$ cat config.mk
export PLATFORM = sky130hd
export DESIGN_NAME = cdf_ram
export DESIGN_NICKNAME = d
export VERILOG_FILES = /design/src/sv/cdf_ram.sv
export SDC_FILE = /design/constraint.sdc
export NUM_CORES = 1
export LEC_CHECK = 0
export BUFFER_PORTS_ARGS = -buffer_cell sky130_fd_sc_hd__buf_2
export CORE_ASPECT_RATIO = 1.25
export CORE_UTILIZATION = 35
export CTS_CLUSTER_SIZE = 10
export DETAILED_ROUTE_END_ITERATION = 10
export GPL_TIMING_DRIVEN = 0
export PLACE_DENSITY = 0.59
export REMOVE_ABC_BUFFERS = 1
export SKIP_LAST_GASP = 1
export SYNTH_ARGS = -nofsm -noshare
export SYNTH_HDL_FRONTEND = slang
export SYNTH_SLANG_ARGS = --single-unit
$ cat constraint.sdc
create_clock -name clk -period 2.8 [get_ports clk]
set_clock_uncertainty 0.1 [all_clocks]
set_input_delay 0.28 -clock clk [delete_from_list [all_inputs] [get_ports clk]]
set_output_delay 0.28 -clock clk [all_outputs]
set_load 0.02 [all_outputs]
$ cat src/sv/cdf_ram.sv
module cdf_ram #(
  parameter int WIDTH = 16,
  parameter int DEPTH = 16,
  localparam int AW = (DEPTH > 1) ? $clog2(DEPTH) : 1
) (
  input  logic             clk,
  input  logic             wr_en,
  input  logic [AW-1:0]    wr_addr,
  input  logic [WIDTH-1:0] wr_data,
  input  logic             rd_en,
  input  logic [AW-1:0]    rd_addr,
  output logic [WIDTH-1:0] rd_data
);

  logic [WIDTH-1:0] mem [DEPTH];

  always_ff @(posedge clk) begin
    if (wr_en) begin
      mem[wr_addr] <= wr_data;
    end
  end

  // registered read: data out the cycle after rd_en
  always_ff @(posedge clk) begin
    if (rd_en) begin
      rd_data <= mem[rd_addr];
    end
  end

endmodule

# Word-level counts from Yosys, hierarchy flattened
# Memory sizes are Yosys's and may differ from the RTL's. A register that Yosys moved wholly into a read port is not among the register bits.
# Index checks and enable logic that the tools add are counted.
[classes]
n_mux = 2
[op_table]
columns = ["op", "count"]
rows = [
  ["1-bit two-way mux", 2],
]
[word_totals]
ff_bits = 0
ramBits = 256
inputBits = 27
out_inout_bits = 16
wordCells = 3
memories = 1
[memory_table]
columns = ["memory", "depth", "word_bits", "rd", "rd_clocked_by_memory_dff", "write_ports", "line", "rtl"]
rows = [
  ["mem", 16, 16, 1, 1, 1, "15", "logic [WIDTH-1:0] mem [DEPTH];"],
]

# Depth between registers and ports, before layout
[logic_depth]
word_depth = 2
depth_mapped = 5

# Least setup slack after synthesis
# OpenSTA, ideal clock, no wires.
[synth_path]
kind = "input-to-reg"
start = "input port wr_addr[2]"
end = "memory mem[0][0], enable pin"
setup_time_ns = 0.409
t_arrival_ns = 1.926
setup_slack_ns = 0.365
path_stages = 2
n_path_buf = 0
path_cell_list = "or3b_2 > nor3_1"
[synth_rtl]
columns = ["item", "line", "rtl"]
rows = [
  ["start, declared", "8", "input logic [AW-1:0] wr_addr,"],
  ["end, declared", "15", ""],
]
# No word-level cell before the write port.

==> flow_metrics.tcl <==
set metrics [dict create \
    outcome "completed" \
    wl_met2_um 10600 \
    dp.cells 868 \
    post-route-drc-count 0 \
    ctsResizeCount 0 \
    grt_util_all_layers_pct 14.7 \
    path_cells "buf_4 > buf_16 > mux4_2 > a22oi_1 > nand2_1" \
    overflow 0 \
    drtIter0Drc 378 \
    netlist_area_mm2 0.0102 \
    cp.arrival_ns 1.97 \
    synthTopCellsByArea "edfxtp_1, mux4_2, mux4_1" \
    min_period_over_period_pct 64.5 \
    final_cell_mix "edfxtp_1, mux4_2, buf_2" \
    tightest_slew_ns 1.08 \
    synth.top_cell.area_share_pct 80.0 \
    seq_area_frac_synth_pct 80.0 \
    power_mw 8.38 \
    yosys_warnings 0 \
    holdBufCountCts 1 \
    insertion_delay_ns 0.54 \
    r2r_cells 3 \
    max_stage_delay_ns 0.56 \
    cellPowerDensity_mw_per_mm2 693 \
    grt_pass1_wl_um 31300 \
    finalNonFillerCells 903 \
    crit_slowest_cell "mux4_2" \
    ctsLongestPathBuffers 3 \
    grt_setup_unrepaired "no" \
    swShare_pct 19.9 \
    wire_per_inst_um 23.6 \
    p_switching_mw 1.67 \
    cp_max_fo 45 \
    core_area_mm2 0.0286 \
    drt-pass1-iter-count 4 \
    fin_nets 539 \
    drt-met1-wl_um 9050 \
    final_common_cell "edfxtp_1" \
    nFillCells 2409 \
    start_util_pct 35.7 \
    relSlewSlack_pct 27.8 \
    dp_hpwl_um 13200 \
    route.met3.wl_um 1000 \
    worst_slack_ns 0.995 \
    yosysUniqueCellTypes 18 \
    num_rows 69 \
    avgSynthCellArea_um2 23.6 \
    cpLargestDelayFamily "buffers and inverters" \
    die-height_um 193 \
    die_w_um 155 \
    antenna_found_initial 0 \
    cts_buffers 31 \
    p_seq_share_pct 55.0 \
    worst-path-stages 5 \
    worstSetupEndpointType "flip-flop" \
    drive_gt1_share_pct 33.9 \
    diodes 0 \
    path_clk_slew_ns 0.06 \
    combPwrFrac_pct 5.2 \
    p_clk_share_pct 39.8 \
    ys_ff_latch 272 \
    first_global_vias 5071 \
    required_ns 2.97 \
    root_buffer "clkbuf_16" \
    syn_to_final_growth_pct 18.6 \
    finalCriticalPeriod_ns 1.81 \
    clkSinkCount 272 \
    gp_congestion 0.661 \
    cts_tree "done" \
    internal_power_mw 6.71 \
    p_leak_nw 3.87 \
    start_kind "primary input" \
    io_buffers 42 \
    io_pins 43 \
    vias 4647 \
    vias_per_cell 5.15 \
    dieArea_mm2 0.0298 \
    crit_buf_inv 2 \
    path_class "in -> reg" \
    maxClockFrequency_mhz 554 \
    antenna_left 0 \
    syn_inst 432 \
    hold_class "in -> reg" \
    wl_um 21300 \
    cts.htree.levels 1 \
    hold_depth 1 \
    cap_violations 0 \
    maxUsedRoutingLayer "met4" \
    cts_setup_buffers 0 \
    dp_slack_ns 0.374 \
    fin_util_pct 42.3 \
    synth_area_leader_cell "edfxtp_1" \
    ir_worst_vdd_v 0.000478 \
    finalSetupViolations 0 \
    hold_viol 0 \
    grt_max_degree 65 \
    slew_violations 0 \
]
[registers in the layout (all words and copies together), names as in the netlist]
| signal | flops |
|---|---|
| mem | 256 |
| rd_data | 16 |
[cell usage after synthesis (all sizes together)]
| library cell | n |
|---|---|
| a22oi | 32 |
| and2 | 1 |
| buf | 13 |
| clkbuf | 8 |
| edfxtp | 272 |
| mux4 | 64 |
| nand2 | 17 |
| nand2b | 2 |
| nand3 | 1 |
| nand3b | 2 |
| nor2 | 13 |
| nor2b | 2 |
| nor3 | 4 |
| or3b | 1 |
[worst reg2reg max path, delay by kind of cell, from the launching register on]
kind | cells | cell delay (ns)
DFF | 1 | 0.36
muxes | 1 | 0.47
and+or+nand+nor | 1 | 0.13
AOI/OAI and AO/OA | 1 | 0.24
[final timing paths]
path	start	endpoint	slack, ns
hold / removal	wr_data[11]	mem[8][11]$_DFFE_PP_	0.01
setup reg to reg	mem[2][12]$_DFFE_PP_	rd_data[12]$_DFFE_PP_	1.24
setup / recovery	rd_addr[0]	rd_data[12]$_DFFE_PP_	0.99
hold reg to reg	mem[14][4]$_DFFE_PP_	rd_data[4]$_DFFE_PP_	0.64
[stage by stage]
step                setup TNS [ns]  area (um^2)  hold WS (ns)
floorplan                        0        10100         0.279
finish                           0        12100        0.0133
global placement            -94.21        10800         0.528
detailed placement               0        11300         0.563
CTS                              0        12100       0.00125
global route                     0        12100        0.0135
[layer usage]
layer	track usage, %	up-vias
li1	-	2005
met1	19.2	2462
met2	24.7	136
met3	2.31	44
met4	6.13	0
met5	0	-
[layout make-up]
type	count	area, um^2	share of cell area, %
clock inverter	2	17.5	0.145
sequential	272	8170	67.5
clock buffer	32	779	6.44
multi-input combinational	139	1970	16.3
timing repair buffer	68	674	5.58
tap	390	488	4.03
[power by group through the flow]
stage	logic [mW]	clock network (mW)	registers, mW
after floorplan	0.178	0	4.72
after global placement	0.397	0	4.69
after detailed placement	0.445	0	4.70
after CTS	0.447	3.41	4.61
after global routing	0.471	3.54	4.62
final	0.436	3.33	4.61
[logic make-up after synthesis]
kind of cell	after synthesis	synth area share (%)
buf+inv	21	1.21
simple gates	43	1.89
mux	64	14.5
compound gates	32	2.35
flops	272	80.0
Note: power is estimated with default switching activity, not from simulation.
